**config.mk**
```make
export PLATFORM = sky130hd
export DESIGN_NAME = scatter_step_schedule
export DESIGN_NICKNAME = d
export VERILOG_FILES = /design/src/design/sss_pkg.sv /design/src/design/sss_front.sv /design/src/design/sss_queue.sv /design/src/design/sss_back.sv /design/src/design/scatter_step_schedule.sv
export SDC_FILE = /design/constraint.sdc
export NUM_CORES = 1
export LEC_CHECK = 0
export ABC_AREA = 1
export BUFFER_PORTS_ARGS = -buffer_cell sky130_fd_sc_hd__buf_2
export CORE_ASPECT_RATIO = 1.4
export CORE_UTILIZATION = 55
export DETAILED_ROUTE_END_ITERATION = 10
export PLACE_DENSITY = 0.75
export SKIP_CTS_REPAIR_TIMING = 1
export SYNTH_ARGS = -nofsm -noshare
export SYNTH_HDL_FRONTEND = slang
export SYNTH_SLANG_ARGS = --single-unit
```
**constraint.sdc**
```tcl
create_clock -name clk -period 5.1 [get_ports clk]
set_input_delay 0.51 -clock clk [delete_from_list [all_inputs] [get_ports clk]]
set_output_delay 0.51 -clock clk [all_outputs]
set_load 0.02 [all_outputs]
```
**src/design/sss_pkg.sv**
```systemverilog
// Shared types and constants for the scatter step scheduler.
// Used by the front classifier, the command queue, the back sequencer and the top level.
// No dependencies.
`timescale 1ns / 1ps
`default_nettype none

package sss_pkg;

  // Largest rank count the schedule supports, whatever the register holds.
  localparam int RANK_LIMIT = 64;

  // Most slices that one step can move.
  localparam logic [5:0] SLICE_MAX = 6'd32;

  // Configuration register indexes.
  localparam logic [1:0] REG_RANK_COUNT = 2'd0;
  localparam logic [1:0] REG_MY_RANK    = 2'd1;
  localparam logic [1:0] REG_ROOT_RANK  = 2'd2;

  // Action codes of a result.
  typedef enum logic [1:0] {
    ACT_IDLE = 2'd0,
    ACT_SEND = 2'd1,
    ACT_RECV = 2'd2
  } action_t;

  // One classified step, handed from the front to the back.
  typedef struct packed {
    action_t    action;
    logic [5:0] peer;
    logic [5:0] first_idx;
    logic [5:0] count;
    logic [5:0] stride;
    logic [6:0] ranks;
  } step_cmd_t;

endpackage

`default_nettype wire

```
**src/design/sss_front.sv**
```systemverilog
// Front end: classifies one requested step into a step command.
// Depends on sss_pkg for the command struct and action codes.
`timescale 1ns / 1ps
`default_nettype none

module sss_front #(
  parameter int MAX_RANKS = 64
) (
  input  wire logic [6:0]        rank_count,
  input  wire logic [5:0]        my_rank,
  input  wire logic [5:0]        root_rank,
  input  wire logic [2:0]        step_index,
  output sss_pkg::step_cmd_t     cmd
);

  localparam int         CAP   = (MAX_RANKS < sss_pkg::RANK_LIMIT) ? MAX_RANKS
                                                                     : sss_pkg::RANK_LIMIT;
  localparam logic [6:0] CAP_N = 7'(CAP);

  logic [6:0] n;
  logic [2:0] total;
  logic       ok;
  logic [6:0] v;
  logic [6:0] r;
  logic [6:0] p;
  logic [7:0] two_p;
  logic [6:0] d;
  logic [6:0] k_sum;
  logic [6:0] k_raw;
  logic [5:0] k;
  logic [7:0] stride_w;
  logic       pow2;
  logic [6:0] g;
  logic [7:0] g_plus_p;
  logic       send;
  logic       recv;
  logic [6:0] peer_dn;
  logic [7:0] peer_up;

  // Effective rank count: zero reads as one, large values saturate.
  always_comb begin
    priority if (rank_count == 7'd0) begin
      n = 7'd1;
    end else if (rank_count > CAP_N) begin
      n = CAP_N;
    end else begin
      n = rank_count;
    end
  end

  // Number of steps is ceil(log2 n).
  always_comb begin
    priority if (n > 7'd32) begin
      total = 3'd6;
    end else if (n > 7'd16) begin
      total = 3'd5;
    end else if (n > 7'd8) begin
      total = 3'd4;
    end else if (n > 7'd4) begin
      total = 3'd3;
    end else if (n > 7'd2) begin
      total = 3'd2;
    end else if (n > 7'd1) begin
      total = 3'd1;
    end else begin
      total = 3'd0;
    end
  end

  assign v  = {1'b0, my_rank};
  assign r  = {1'b0, root_rank};
  assign ok = (step_index < total) && (v < n) && (r < n);

  // Step distance and the distance of this rank from the root.
  assign p     = 7'd1 << step_index;
  assign two_p = {1'b0, p} << 1;
  assign d     = (r >= v) ? (r - v) : (r + n - v);

  // Slice count, capped at SLICE_MAX, and the stride between slices modulo n.
  assign k_sum    = n - 7'd1 + p;
  assign k_raw    = k_sum >> ({1'b0, step_index} + 4'd1);
  assign k        = (k_raw > {1'b0, sss_pkg::SLICE_MAX}) ? sss_pkg::SLICE_MAX : k_raw[5:0];
  assign stride_w = (two_p >= {1'b0, n}) ? (two_p - {1'b0, n}) : two_p;

  // The last step of a non-power-of-two count works on a smaller group.
  assign pow2     = (n & (n - 7'd1)) == 7'd0;
  assign g        = (!pow2 && (step_index == total - 3'd1)) ? (n - p) : p;
  assign g_plus_p = {1'b0, g} + {1'b0, p};

  assign send = ok && (d < g);
  assign recv = ok && !send && (d >= p) && ({1'b0, d} < g_plus_p);

  // Peers one step distance below and above this rank.
  assign peer_dn = (v >= p) ? (v - p) : (v + n - p);
  assign peer_up = ({1'b0, v} + {1'b0, p} >= {1'b0, n}) ? ({1'b0, v} + {1'b0, p} - {1'b0, n})
                                                         : ({1'b0, v} + {1'b0, p});

  // Build the command; anything that is neither send nor receive, or has no slices, is idle.
  always_comb begin
    cmd        = '0;
    cmd.action = sss_pkg::ACT_IDLE;
    cmd.ranks  = n;
    if ((send || recv) && (k != 6'd0)) begin
      cmd.action    = send ? sss_pkg::ACT_SEND : sss_pkg::ACT_RECV;
      cmd.peer      = send ? peer_dn[5:0] : peer_up[5:0];
      cmd.first_idx = send ? peer_dn[5:0] : my_rank;
      cmd.count     = k;
      cmd.stride    = stride_w[5:0];
    end
  end

endmodule

`default_nettype wire

```
**src/design/sss_queue.sv**
```systemverilog
// Two-entry command queue between the front classifier and the back sequencer.
// Depends on sss_pkg for the command struct.
`timescale 1ns / 1ps
`default_nettype none

module sss_queue (
  input  wire logic               clk,
  input  wire logic               rst,
  input  wire logic               push,
  input  wire sss_pkg::step_cmd_t push_cmd,
  output logic                    full,
  input  wire logic               pop,
  output logic                    not_empty,
  output sss_pkg::step_cmd_t      head
);

  localparam int DEPTH = 2;
  localparam int PW    = $clog2(DEPTH);

  sss_pkg::step_cmd_t entries [DEPTH];
  logic [PW-1:0]      wr_ptr;
  logic [PW-1:0]      rd_ptr;
  logic [PW:0]        fill;

  assign full      = fill == (PW+1)'(DEPTH);
  assign not_empty = fill != '0;
  assign head      = entries[rd_ptr];

  // Storage is written at the tail only.
  always_ff @(posedge clk) begin
    if (push) begin
      entries[wr_ptr] <= push_cmd;
    end
  end

  // Pointers and fill level.
  always_ff @(posedge clk) begin
    if (rst) begin
      wr_ptr <= '0;
      rd_ptr <= '0;
      fill   <= '0;
    end else begin
      if (push) begin
        wr_ptr <= wr_ptr + PW'(1);
      end
      if (pop) begin
        rd_ptr <= rd_ptr + PW'(1);
      end
      if (push && !pop) begin
        fill <= fill + (PW+1)'(1);
      end else if (pop && !push) begin
        fill <= fill - (PW+1)'(1);
      end
    end
  end

endmodule

`default_nettype wire

```
**src/design/sss_back.sv**
```systemverilog
// Back end: expands one step command into per-slice results, one per cycle while the output is not stalled.
// Depends on sss_pkg for the command struct and action codes.
`timescale 1ns / 1ps
`default_nettype none

module sss_back (
  input  wire logic               clk,
  input  wire logic               rst,
  input  wire logic               cmd_avail,
  input  wire sss_pkg::step_cmd_t cmd,
  output logic                    cmd_pop,
  output logic                    out_valid,
  input  wire logic               out_stall,
  output sss_pkg::action_t        out_action,
  output logic [5:0]              out_peer,
  output logic [5:0]              out_idx,
  output logic [5:0]              out_count,
  output logic                    out_last
);

  logic               busy;
  sss_pkg::step_cmd_t cur;
  logic [5:0]         remain;
  logic [5:0]         idx;
  logic               emit;
  logic [6:0]         idx_next;

  // A result moves into the output register whenever that register is free.
  assign emit    = busy && (!out_valid || !out_stall);
  assign cmd_pop = !busy && cmd_avail;

  // Next slice index steps down by the stride, modulo the rank count.
  assign idx_next = ({1'b0, idx} >= {1'b0, cur.stride})
                    ? ({1'b0, idx} - {1'b0, cur.stride})
                    : ({1'b0, idx} + cur.ranks - {1'b0, cur.stride});

  // Control: busy flag and output valid.
  always_ff @(posedge clk) begin
    if (rst) begin
      busy      <= 1'b0;
      out_valid <= 1'b0;
    end else begin
      if (out_valid && !out_stall) begin
        out_valid <= 1'b0;
      end
      if (emit) begin
        out_valid <= 1'b1;
        if (remain == 6'd1) begin
          busy <= 1'b0;
        end
      end
      if (cmd_pop) begin
        busy <= 1'b1;
      end
    end
  end

  // Working command, slice counter and output payload.
  always_ff @(posedge clk) begin
    if (cmd_pop) begin
      cur    <= cmd;
      idx    <= cmd.first_idx;
      remain <= (cmd.count == 6'd0) ? 6'd1 : cmd.count;
    end else if (emit) begin
      idx    <= idx_next[5:0];
      remain <= remain - 6'd1;
    end
    if (emit) begin
      out_action <= cur.action;
      out_peer   <= cur.peer;
      out_idx    <= idx;
      out_count  <= cur.count;
      out_last   <= remain == 6'd1;
    end
  end

endmodule

`default_nettype wire

```
**src/design/scatter_step_schedule.sv**
```systemverilog
// Top level of the scatter step scheduler: configuration registers, front,
// queue and back. Depends on sss_pkg, sss_front, sss_queue and sss_back.
//
//   channel | direction | handshake            | payload
//   --------+-----------+----------------------+----------------------------------------
//   cfg     | in        | cfg_valid/cfg_ready  | cfg_index, cfg_data
//   in      | in        | in_valid/in_stall    | step_index
//   out     | out       | out_valid/out_stall  | action, peer_rank, slice_index,
//           |           |                      | slice_count, last
//
// A request is classified in the cycle it is taken and queued (two entries).
// The back sequencer loads a queued step once it is idle, then emits one result per
// cycle while out_stall is low: slice_count results for a send or receive step, one
// for an idle step. Reset (rst, synchronous) empties the queue and sets rank_count
// to 2 and both ranks to 0. in_stall rises only while the queue is full.
`timescale 1ns / 1ps
`default_nettype none

module scatter_step_schedule #(
  parameter int MAX_RANKS = 64
) (
  input  wire logic       clk,
  input  wire logic       rst,
  input  wire logic       cfg_valid,
  output logic            cfg_ready,
  input  wire logic [1:0] cfg_index,
  input  wire logic [6:0] cfg_data,
  input  wire logic       in_valid,
  output logic            in_stall,
  input  wire logic [2:0] step_index,
  output logic            out_valid,
  input  wire logic       out_stall,
  output logic [1:0]      action,
  output logic [5:0]      peer_rank,
  output logic [5:0]      slice_index,
  output logic [5:0]      slice_count,
  output logic            last
);

  logic [6:0]         rank_count;
  logic [5:0]         my_rank;
  logic [5:0]         root_rank;
  sss_pkg::step_cmd_t front_cmd;
  sss_pkg::step_cmd_t head_cmd;
  logic               q_full;
  logic               q_avail;
  logic               q_pop;
  logic               push;
  sss_pkg::action_t   out_action;

  // Configuration registers; unknown indexes are ignored.
  assign cfg_ready = 1'b1;

  always_ff @(posedge clk) begin
    if (rst) begin
      rank_count <= 7'd2;
      my_rank    <= 6'd0;
      root_rank  <= 6'd0;
    end else if (cfg_valid) begin
      unique case (cfg_index)
        sss_pkg::REG_RANK_COUNT: rank_count <= cfg_data;
        sss_pkg::REG_MY_RANK:    my_rank    <= cfg_data[5:0];
        sss_pkg::REG_ROOT_RANK:  root_rank  <= cfg_data[5:0];
        default: begin
        end
      endcase
    end
  end

  // Front classifier.
  sss_front #(
    .MAX_RANKS(MAX_RANKS)
  ) u_front (
    .rank_count(rank_count),
    .my_rank   (my_rank),
    .root_rank (root_rank),
    .step_index(step_index),
    .cmd       (front_cmd)
  );

  // Input handshake: take a request whenever the queue has room.
  assign in_stall = q_full;
  assign push     = in_valid && !q_full;

  sss_queue u_queue (
    .clk      (clk),
    .rst      (rst),
    .push     (push),
    .push_cmd (front_cmd),
    .full     (q_full),
    .pop      (q_pop),
    .not_empty(q_avail),
    .head     (head_cmd)
  );

  // Back sequencer.
  sss_back u_back (
    .clk       (clk),
    .rst       (rst),
    .cmd_avail (q_avail),
    .cmd       (head_cmd),
    .cmd_pop   (q_pop),
    .out_valid (out_valid),
    .out_stall (out_stall),
    .out_action(out_action),
    .out_peer  (peer_rank),
    .out_idx   (slice_index),
    .out_count (slice_count),
    .out_last  (last)
  );

  assign action = out_action;

  // An idle result is always a single, final result with empty fields.
  a_idle_single : assert property (@(posedge clk) disable iff (rst)
    out_valid && (out_action == sss_pkg::ACT_IDLE)
      |-> last && (slice_count == 6'd0) && (peer_rank == 6'd0))
    else $error("idle result is not a single empty result");

  // A send or receive result carries a slice count between one and the maximum.
  a_count_range : assert property (@(posedge clk) disable iff (rst)
    out_valid && (out_action != sss_pkg::ACT_IDLE)
      |-> (slice_count != 6'd0) && (slice_count <= sss_pkg::SLICE_MAX))
    else $error("slice count out of range");

  // Once a non-final result is taken, the next slice of the same step follows at once.
  a_burst_unbroken : assert property (@(posedge clk) disable iff (rst)
    out_valid && !out_stall && !last
      |=> out_valid && (action == $past(action)) && (slice_count == $past(slice_count)))
    else $error("step results interrupted");

endmodule

`default_nettype wire

```
==> flow_summary_export.csv, run 1 <==
group,metric,value,unit
routing,drt_wl_total,26180,um
clocking,cts.root.buffer_cell,"clkbuf_16",
yosys,synth_enable_flop_cells,123,
routing,viasPerCell,5.497,
clocking,htree_levels,4,
setup_path,ff2ff_setup_slack,-0.04,ns
die,design.core.area,19370,um2
global_route,grt_pass1_wl,41570,um
placed_design,detailed_place_hpwl,20180,um
placed_design,io_buffers,39,
setup_path,critPathMaxStageDelay,0.39,ns
yosys,synthesis.area_per_instance,9.078,um2
cells_and_area,areaGrowthSynthToFinish,15.70,%
cells_and_area,nNetsFinal,1470,
routing,route.detailed.drc,0,
flow_run,max_cap_viol_count,0,
yosys,syn_area,10940,um2
setup_path,endpoint,"u_queue.entries[1][13]$_DFFE_PP_",
cells_and_area,fillerInstances,1532,
yosys,synthTopCellsByArea,"edfxtp_1 (34%), ha_1 (14%), nand2_1 (8.9%)",
setup_path,worst_path_max_delay_cell,"dfxtp_1",
timing,relative_max_transition_margin,30.04,%
yosys,synth_cells,1205,
setup_path,crit_type,"reg -> reg",
power,worst_ir_drop_vdd,259.4,uV
placed_design,dp_cells,1522,
timing,postLayoutSetupSlackWorst,-0.04434,ns
setup_path,timing.reg2reg.worst_path_depth,39,
setup_path,timing.critical_path.from_type,"flop",
yosys,share_of_the_synthesized_area_in_the_top_cell_type,33.76,%
clocking,clock_sink_count,149,
clocking,cts_tree,"built",
setup_path,regToRegStartpoint,"rank_count[1]$_SDFFE_PP1P_",
setup_path,setup.worst_path.end_class,"flop",
die,x_dimension_of_the_die,121.2,um
setup_path,crit_path_start,"rank_count[1]$_SDFFE_PP1P_",
yosys,area_fraction_in_compound_gates_after_synthesis,10.68,%
routing,drt.antenna.violating_nets,0,
yosys,synth.lib_cells_used.distinct,61,
timing,fmax,194.4,MHz
global_route,grt_pass1_vias,8751,
status,run_status,"complete, but fails checks",
timing,grt_setup_unrepaired,"yes",
routing,via_count,8614,
clocking,cts.path.max_buffers,2,
yosys,synth-adder-area-share,18.53,%
clocking,clock_latency,0.42,ns
die,std_cell_rows,60,
yosys,seq_area_frac_synth,38.52,%
timing,worst-slew-pin-transition,1.048,ns
global_route,grt.overflow.total,0,
die,design.portCount,41,
setup_path,r2r-end,"u_queue.entries[1][13]$_DFFE_PP_",
yosys,synth_simple_gate_area_share,19.64,%
yosys,ys_warn_count,0,
routing,detail_route.iter0.violations,463,
die,floorplan.die.height,168.9,um
routing,wl_per_cell,16.71,um
timing,finalMaxSlewViolations,0,
yosys,synth_top_family_by_area,"simple AND/OR/NAND/NOR gates",
global_route,groute.usage.overall,26.67,%
timing,finClkSkew,0.01263,ns
cells_and_area,post_layout_nonfiller_instances,1567,
die,initial_utilization,56.48,%
timing,min_clock_period_post_route,5.144,ns
global_route,antenna_found_initial,0,
cells_and_area,layout_commonest_cell,"nand2_1",
timing,timing.setup.tns,-0.4247,ns
yosys,syn_nets,1369,
yosys,synth.largest_area_cell,"edfxtp_1",
setup_path,critical_path.max_fanout,8,
timing,timing.final.crit_share,100.9,%
min_path,hold_path.class,"in -> reg",
cells_and_area,mostFrequentLayoutCells,"nand2_1 (249), inv_1 (164), edfxtp_1 (123), ha_1 (118), a21oi_1 (78)",
timing,timing.final.setup_violations,26,
setup_path,cp_data_required_time,5.38,ns
timing,hold_viol_final,0,
placed_design,gpl.final_weighted_congestion,0.9591,
cells_and_area,largestRegisters,"u_queue.entries (64), u_back.cur (26), rank_count (7)",
yosys,top_flip_flop_cell_by_instance_count_after_synthesis,"edfxtp_1",
status,violations,"setup timing",
power,design_power_total,0.006486,W
clocking,cts.clk_slew.worst_paths,0.07,ns
yosys,synth.mux.area_fraction,0.1830,%
setup_path,critical-path-top-cell-by-count,"nand2_2",
yosys,async_flop_share,0,%
cells_and_area,insertedDiodeCount,0,
setup_path,worstPathArrival,5.42,ns
yosys,ys_seq_elements,149,
timing,final.hold.worst_slack,0.2948,ns
cells_and_area,max_flop_register,"u_queue.entries",
routing,drt-pass1-iter-count,5,
yosys,synth_xor_xnor_area_share,4.724,%
cells_and_area,layout-drive-gt1-share,20.09,%
power,power_per_cell_area,512.4,nW/um2
die,die-area,20470,um2
clocking,tritoncts.num_buffers,17,
global_route,grt_max_degree,49,
power,power.static_leakage,5.827,nW
cells_and_area,largest_register_ffs,64,
-- worst max-delay path: cells and delay by family, from the launching register on --
kind / cells / cell delay [ns]
xor+xnor: 2 / 0.28
flops: 1 / 0.39
buf+inv: 6 / 0.70
compound gates: 6 / 0.80
fa+ha+maj: 4 / 1.00
simple gates: 21 / 1.83
-- synthesized netlist by cell type (5+ instances only) --
cell type  count
a211oi_1       5
edfxtp_1     123
o21ai_0       74
nand3_1       36
nand2_1      258
ha_1         122
nor2_1        68
and2_1         5
inv_1        170
xor2_1        36
nand4_1        9
or2_2          6
inv_2          8
fa_1          25
clkbuf_1      11
nand2_2        7
a31oi_1        6
a21oi_1       86
nor2_4        24
nor3_1         8
xnor2_1       18
dfxtp_1       26
-- per-layer routing --
metal | global-route usage [%] | part of all wire (%) | up-vias
met5 | 0 | 0 | -
met4 | 21.20 | 8.7 | 0
met3 | 3.740 | 3.7 | 133
met2 | 49.64 | 52 | 291
met1 | 25.89 | 35 | 3980
li1 | - | - | 4210
-- metrics by stage --
stage                     worst slack, ns  utilization [%]  area (um2)
after global placement            0.01784            60.74       11770
after CTS                         -0.1830            63.87       12370
after floorplan                   0.01081                -       10950
final                            -0.04434            65.35       12660
after detailed placement          -0.1130            60.74       11770
after global routing              -0.4587            65.35       12660
-- final cells by class --
class,count,area (um2),area share [%]
clock buffer,17,425.4,3.361
clock inverter,15,180.2,1.423
inverter,183,698.2,5.516
multi-input combinational,851,6087,48.09
sequential,149,4219,33.33
tap,248,310.3,2.452
timing repair buffer,104,737.0,5.822
-- power by group --
part           switching (W)  internal [W]  leakage [nW]
sequential          0.000144       0.00185          1.39
combinational        0.00206       0.00118          4.14
clock               0.000583      0.000664         0.292
-- kinds of logic (layout without fill, tap and decap cells) --
group	after synthesis	after routing
AOI/OAI and AO/OA	203	203
xor gates and xnor gates	56	56
adders and majority gates	147	147
buffers and inverters	205	319
DFF	149	149
muxes	2	2
other	1	1
and+or+nand+nor	442	442
-- worst min path at each step --
stage,start,to,slack (ns),cells after the start
floorplan,u_back.cur[31]$_DFFE_PP_,u_back.out_action[0]$_DFFE_PP_,0.40,0
global placement,u_back.cur[16]$_DFFE_PP_,u_back.out_count[3]$_DFFE_PP_,0.40,0
detailed placement,u_back.cur[32]$_DFFE_PP_,u_back.out_action[1]$_DFFE_PP_,0.41,0
CTS,rst,u_back.out_valid$_SDFFE_PP0P_,0.28,2
global route,rst,u_back.out_valid$_SDFFE_PP0P_,0.29,2
finish,rst,u_back.out_valid$_SDFFE_PP0P_,0.29,2
No activity file was read; power rests on OpenSTA's default activity.
==> run 2, diff against run 1 <==
- CORE_MARGIN: default -> 5
==> run 2 against run 1 <==
  * The run still ends with setup timing left
  * Worst hold slack lost 0.0091 ns
  * Clock power about the same
  * Worst setup slack better by 0.016 ns
  * Core utilization shrank 0.86 points
  * Combinational power barely moved
  * Clock skew fell by 0.0020 ns
  * Die area increased by 12%
  * Critical endpoint is now u_queue.entries[0][28]$_DFFE_PP_
  * Largest cell class unchanged
==> flow_summary_export.csv, run 2 (synthesized netlist as in run 1, its figures left out) <==
group,metric,value,unit
status,run_status,"complete, but fails checks",
status,violations,"setup timing",
die,x_dimension_of_the_die,129.2,um
global_route,grt_max_degree,49,
clocking,cts.root.buffer_cell,"clkbuf_16",
setup_path,critical-path-top-cell-by-count,"inv_2",
setup_path,timing.reg2reg.worst_path_depth,37,
min_path,hold_path.class,"in -> reg",
timing,timing.final.setup_violations,13,
routing,drt_wl_total,26300,um
timing,timing.setup.tns,-0.1101,ns
cells_and_area,largestRegisters,"u_queue.entries (64), u_back.cur (26), rank_count (7)",
setup_path,worstPathArrival,5.43,ns
setup_path,crit_type,"reg -> reg",
setup_path,setup.worst_path.end_class,"flop",
clocking,cts_tree,"built",
power,power.static_leakage,5.802,nW
routing,drt.antenna.violating_nets,0,
cells_and_area,largest_register_ffs,64,
global_route,grt.overflow.total,0,
flow_run,max_cap_viol_count,0,
clocking,clock_latency,0.43,ns
setup_path,critPathMaxStageDelay,0.37,ns
cells_and_area,insertedDiodeCount,0,
cells_and_area,final_design_area_no_fill,12700,um2
cells_and_area,nNetsFinal,1469,
global_route,groute.usage.overall,23.47,%
setup_path,timing.critical_path.from_type,"flop",
die,die-area,22850,um2
placed_design,dpl_cell_area,11700,um2
clocking,htree_levels,4,
routing,drt-pass1-iter-count,6,
setup_path,regToRegStartpoint,"rank_count[5]$_SDFFE_PP0P_",
timing,postLayoutSetupSlackWorst,-0.02842,ns
setup_path,cp_data_required_time,5.40,ns
timing,worst-slew-pin-transition,1.074,ns
timing,grt_setup_unrepaired,"yes",
routing,wl_per_cell,16.75,um
placed_design,io_buffers,39,
setup_path,worst_path_max_delay_cell,"ha_1",
routing,detail_route.iter0.violations,422,
cells_and_area,layout-drive-gt1-share,20.33,%
global_route,grt_pass1_wl,41770,um
routing,route.detailed.drc,0,
global_route,grt_pass1_vias,8645,
power,worst_ir_drop_vdd,248.7,uV
timing,hold_viol_final,0,
setup_path,path_depth,37,
clocking,clock_sink_count,149,
timing,min_clock_period_post_route,5.128,ns
setup_path,critical_path.max_fanout,8,
min_path,hold_path.startpoint,"rst",
setup_path,worst-path-buf-inv,8,
die,initial_utilization,55.55,%
clocking,cts.path.max_buffers,2,
cells_and_area,areaGrowthSynthToFinish,16.08,%
min_path,hold_depth,2,
clocking,tritoncts.num_buffers,17,
timing,timing.final.crit_share,100.6,%
die,floorplan.die.height,176.9,um
cells_and_area,max_flop_register,"u_queue.entries",
routing,via_count,8521,
cells_and_area,mostFrequentLayoutCells,"nand2_1 (250), inv_1 (164), edfxtp_1 (123), ha_1 (115), a21oi_1 (79)",
die,design.portCount,41,
cells_and_area,layout_commonest_cell,"nand2_1",
placed_design,detailed_place_hpwl,20370,um
die,design.core.area,19690,um2
power,power_per_cell_area,511.1,nW/um2
clocking,cts.clk_slew.worst_paths,0.07,ns
global_route,antenna_found_initial,0,
setup_path,ff2ff_setup_slack,-0.03,ns
timing,finClkSkew,0.01067,ns
timing,fmax,195.0,MHz
placed_design,gpl.final_weighted_congestion,0.9759,
timing,finalMaxSlewViolations,0,
die,std_cell_rows,61,
setup_path,cell_family_contributing_the_most_delay_on_the_critical_path,"simple AND/OR/NAND/NOR gates",
timing,relative_max_transition_margin,28.30,%
setup_path,crit_path_start,"rank_count[5]$_SDFFE_PP0P_",
routing,viasPerCell,5.427,
[run 2: cell count changes in the layout (fill, tap and decap cells not counted), sizes merged]
| cell | delta |
|---|---|
| inv | +1 |
| buf | -2 |
[run 2: worst paths after layout]
check	endpoint
max	u_queue.entries[0][28]$_DFFE_PP_
min	u_back.out_valid$_SDFFE_PP0P_
max reg2reg	u_queue.entries[0][28]$_DFFE_PP_
min reg2reg	u_back.out_action[1]$_DFFE_PP_
[run 2: layout make-up]
class	count	area, um2
clock buffers	17	425.4
clock inverters	15	173.9
fillers	1593	6993
inverters	183	698.2
multi-input cells	851	6143
flip-flops and latches	149	4222
well taps	252	315.3
repair buffers	102	713.2
repair inverters	1	7.507
[run 2: metrics by stage]
| step | total power (W) | hold slack (ns) | utilization [%] | setup slack (ns) | cells |
|---|---|---|---|---|---|
| 3_3_place_gp | 0.005020 | 0.4031 | 59.40 | 0.02725 | 1518 |
| 2_1_floorplan | 0.004290 | 0.4003 | - | 0.01081 | 1205 |
| 3_5_place_dp | 0.005131 | 0.4062 | 59.40 | -0.1529 | 1518 |
| 5_1_grt | 0.007003 | 0.2684 | 64.49 | -0.3264 | 1570 |
| 6_report | 0.006490 | 0.2857 | 64.49 | -0.02842 | 1570 |
| 4_1_cts | 0.006406 | 0.2668 | 62.45 | -0.1898 | 1550 |
[run 2: power breakdown]
part	switching (W)	total [W]	internal (W)
clock	0.000588	0.00125	0.000662
combinational	0.00206	0.00324	0.00119
sequential	0.000144	0.00200	0.00185
[run 2: layer usage]
layer / share of wire, % / track usage (%) / up-vias
met2: 53 / 43.25 / 234
met3: 3.6 / 3.744 / 94
met4: 7.0 / 15.54 / 0
met1: 36 / 23.93 / 3982
li1: - / - / 4211
met5: 0 / 0 / -
==> run 3, diff against run 2 <==
- ABC_AREA: 1 -> default
==> run 3 against run 2 <==
  * The flow still finishes with violations (setup timing)
  * Count of clock-buffer cells in the layout did not move
  * Register-to-register slack got worse by 0.54 ns
  * Design area fell by 0.19%
  * Wire length fell by 3.0%
  * Via count fell by 6.0%
  * Core utilization rose by 2.0 points
  * Combinational power fell by 14%
  * Sequential share of layout area barely moved
  * Sequential power fell by 2%
  * Highest routed layer unchanged
==> flow_summary_export.csv, run 3 <==
group,metric,value,unit
die,design.core.area,19070,um2
global_route,grt_pass1_wl,40110,um
die,die-area,22100,um2
routing,wl_per_cell,18.25,um
cells_and_area,mostFrequentLayoutCells,"edfxtp_1 (123), ha_1 (115), inv_1 (110), buf_4 (100), nor2_1 (74)",
clocking,cts.path.max_buffers,2,
setup_path,worst_path_max_delay_cell,"dfxtp_4",
die,std_cell_rows,60,
timing,finalMaxSlewViolations,0,
yosys,ys_warn_count,0,
die,initial_utilization,55.36,%
power,power.static_leakage,5.516,nW
yosys,post-synth-top-count-cell,"edfxtp_1",
clocking,clock_latency,0.43,ns
timing,fmax,176.4,MHz
cells_and_area,insertedDiodeCount,0,
setup_path,cp_data_required_time,5.36,ns
global_route,grt.overflow.total,0,
clocking,tritoncts.num_buffers,17,
flow_run,max_cap_viol_count,0,
cells_and_area,areaGrowthSynthToFinish,20.07,%
clocking,cts_tree,"built",
timing,grt_setup_unrepaired,"yes",
placed_design,detailed_place_hpwl,19600,um
placed_design,dp_cells,1350,
routing,route.detailed.drc,0,
global_route,groute.usage.overall,22.85,%
setup_path,critPathMaxStageDelay,0.37,ns
power,power_per_cell_area,471.8,nW/um2
setup_path,cell_family_contributing_the_most_delay_on_the_critical_path,"compound AO/OA/AOI/OAI gates",
timing,worst-slew-pin-transition,1.027,ns
cells_and_area,final_design_utilization,66.47,%
yosys,synth.largest_area_cell,"edfxtp_1",
routing,via_count,8011,
yosys,async_flop_share,0,%
placed_design,io_buffers,39,
status,run_status,"complete, but fails checks",
cells_and_area,largestRegisters,"u_queue.entries (64), u_back.cur (26), rank_count (7)",
setup_path,timing.critical_path.from_type,"flop",
timing,relative_max_transition_margin,31.54,%
timing,finClkSkew,0.01745,ns
yosys,share_of_the_synthesized_area_in_the_top_cell_type,34.99,%
yosys,syn_nets,1162,
cells_and_area,layout_commonest_cell,"edfxtp_1",
yosys,syn_area,10560,um2
timing,timing.setup.tns,-25.14,ns
timing,timing.final.crit_share,111.2,%
yosys,synth_enable_flop_cells,123,
timing,min_clock_period_post_route,5.669,ns
yosys,top_flip_flop_cell_by_instance_count_after_synthesis,"edfxtp_1",
routing,detail_route.iter0.violations,427,
min_path,hold_path.class,"in -> reg",
placed_design,gpl.final_weighted_congestion,0.9346,
clocking,htree_levels,4,
yosys,seq_area_frac_synth,39.92,%
die,design.portCount,41,
clocking,clock_sink_count,149,
routing,drt_wl_total,25490,um
routing,viasPerCell,5.734,
power,worst_ir_drop_vdd,263.1,uV
yosys,ys_seq_elements,149,
global_route,grt_max_degree,35,
setup_path,setup.worst_path.end_class,"flop",
die,floorplan.die.height,173.9,um
setup_path,critical-path-top-cell-by-count,"ha_4",
cells_and_area,largest_register_ffs,64,
cells_and_area,max_flop_register,"u_queue.entries",
yosys,synthesis.area_per_instance,10.58,um2
clocking,cts.root.buffer_cell,"clkbuf_16",
setup_path,worst-path-buf-inv,3,
yosys,synth.lib_cells_used.distinct,78,
timing,postLayoutSetupSlackWorst,-0.5693,ns
setup_path,worstPathArrival,5.92,ns
global_route,grt_pass1_vias,8099,
routing,drt-pass1-iter-count,5,
die,x_dimension_of_the_die,127.1,um
timing,hold_viol_final,0,
routing,drt.antenna.violating_nets,0,
yosys,synthTopCellsByArea,"edfxtp_1 (35%), ha_1 (14%), dfxtp_1 (4.9%)",
yosys,synthTopCellsByCount,"edfxtp_1 (123), ha_1 (122), inv_1 (112)",
timing,timing.final.setup_violations,50,
setup_path,crit_type,"reg -> reg",
cells_and_area,nNetsFinal,1300,
placed_design,pre_cts_slack,-0.5000,ns
cells_and_area,layout-drive-gt1-share,24.11,%
setup_path,critical_path.max_fanout,5,
cells_and_area,post_layout_nonfiller_instances,1397,
yosys,synth_cells,998,
global_route,antenna_found_initial,0,
clocking,cts.clk_slew.worst_paths,0.08,ns
status,violations,"setup timing",
[run 3: cell count changes after synthesis, moves of 14 or more]
cell      before  now
nand3_1       36   13
nand2_1      258   42
a21oi_1       86   72
o21ai_0       74   36
a21o_1         3   22
nor2b_1        0   19
nor2_4        24    0
xor2_1        36   22
mux2_2         0   32
a211oi_1       5   20
inv_1        170  112
mux2i_1        2   33
xnor2_1       18   37
[run 3: per-stage QoR]
stage          area, um2  hold WS, ns  power [W]
2_1_floorplan      10720       0.4003   0.003928
3_3_place_gp       11770       0.4009   0.004549
3_5_place_dp       11770       0.4052   0.004617
4_1_cts            12370       0.3176   0.005880
5_1_grt            12670       0.3456   0.006400
6_report           12670       0.3320   0.005980
[run 3: routing by layer]
layer / up-vias / wire (um) / track usage [%]
met4: 0 / 1398 / 11.49
met3: 90 / 814 / 3.566
met1: 3848 / 9588 / 24.46
met5: - / 0 / 0
met2: 205 / 13690 / 42.78
li1: 3868 / - / -
[run 3: area by class of cell]
type                            count  area [um2]
Fill cell                        1475        6394
Multi-Input combinational cell    712        6128
Sequential cell                   149        4219
Timing Repair Buffer              141       977.2
Inverter                          115       439.2
Clock buffer                       17       425.4
Tap cell                          248       310.3
Clock inverter                     15       175.2
[run 3: where the power goes]
part | switching (W) | internal, W | total, W
registers | 0.000131 | 0.00183 | 0.00196
clock network | 0.000575 | 0.000663 | 0.00124
logic | 0.00159 | 0.00120 | 0.00279
[run 3: cell families (layout without fill, tap and decap cells)]
group,count (synthesis),count (layout),synth area share [%]
AOI/OAI and AO/OA,217,219,13.80
DFF,149,149,39.92
and+or+nand+nor,221,221,10.44
muxes,65,65,6.543
buffers and inverters,139,288,5.168
xor gates and xnor gates,59,59,4.895
adders and majority gates,147,147,19.20
other,1,1,0.03552
[run 3: worst reg2reg max path: cells and delay by family (launching register included)]
kind | cells | cell delay (ns)
AOI/OAI and AO/OA | 14 | 2.58
and+or+nand+nor | 7 | 1.05
adders and majority gates | 4 | 0.83
buffers and inverters | 3 | 0.40
DFF | 1 | 0.37
xor gates and xnor gates | 2 | 0.25
[run 3: path summary, 6_finish.rpt]
check	from	end	slack, ns	cells after the start
setup / recovery	rank_count[6]$_SDFFE_PP0P_	u_queue.entries[0][7]$_DFFE_PP_	-0.57	30
setup reg to reg	rank_count[6]$_SDFFE_PP0P_	u_queue.entries[0][7]$_DFFE_PP_	-0.57	30
hold / removal	out_stall	u_back.out_valid$_SDFFE_PP0P_	0.33	3
hold reg to reg	u_back.cur[30]$_DFFE_PP_	u_back.out_peer[5]$_DFFE_PP_	0.41	0
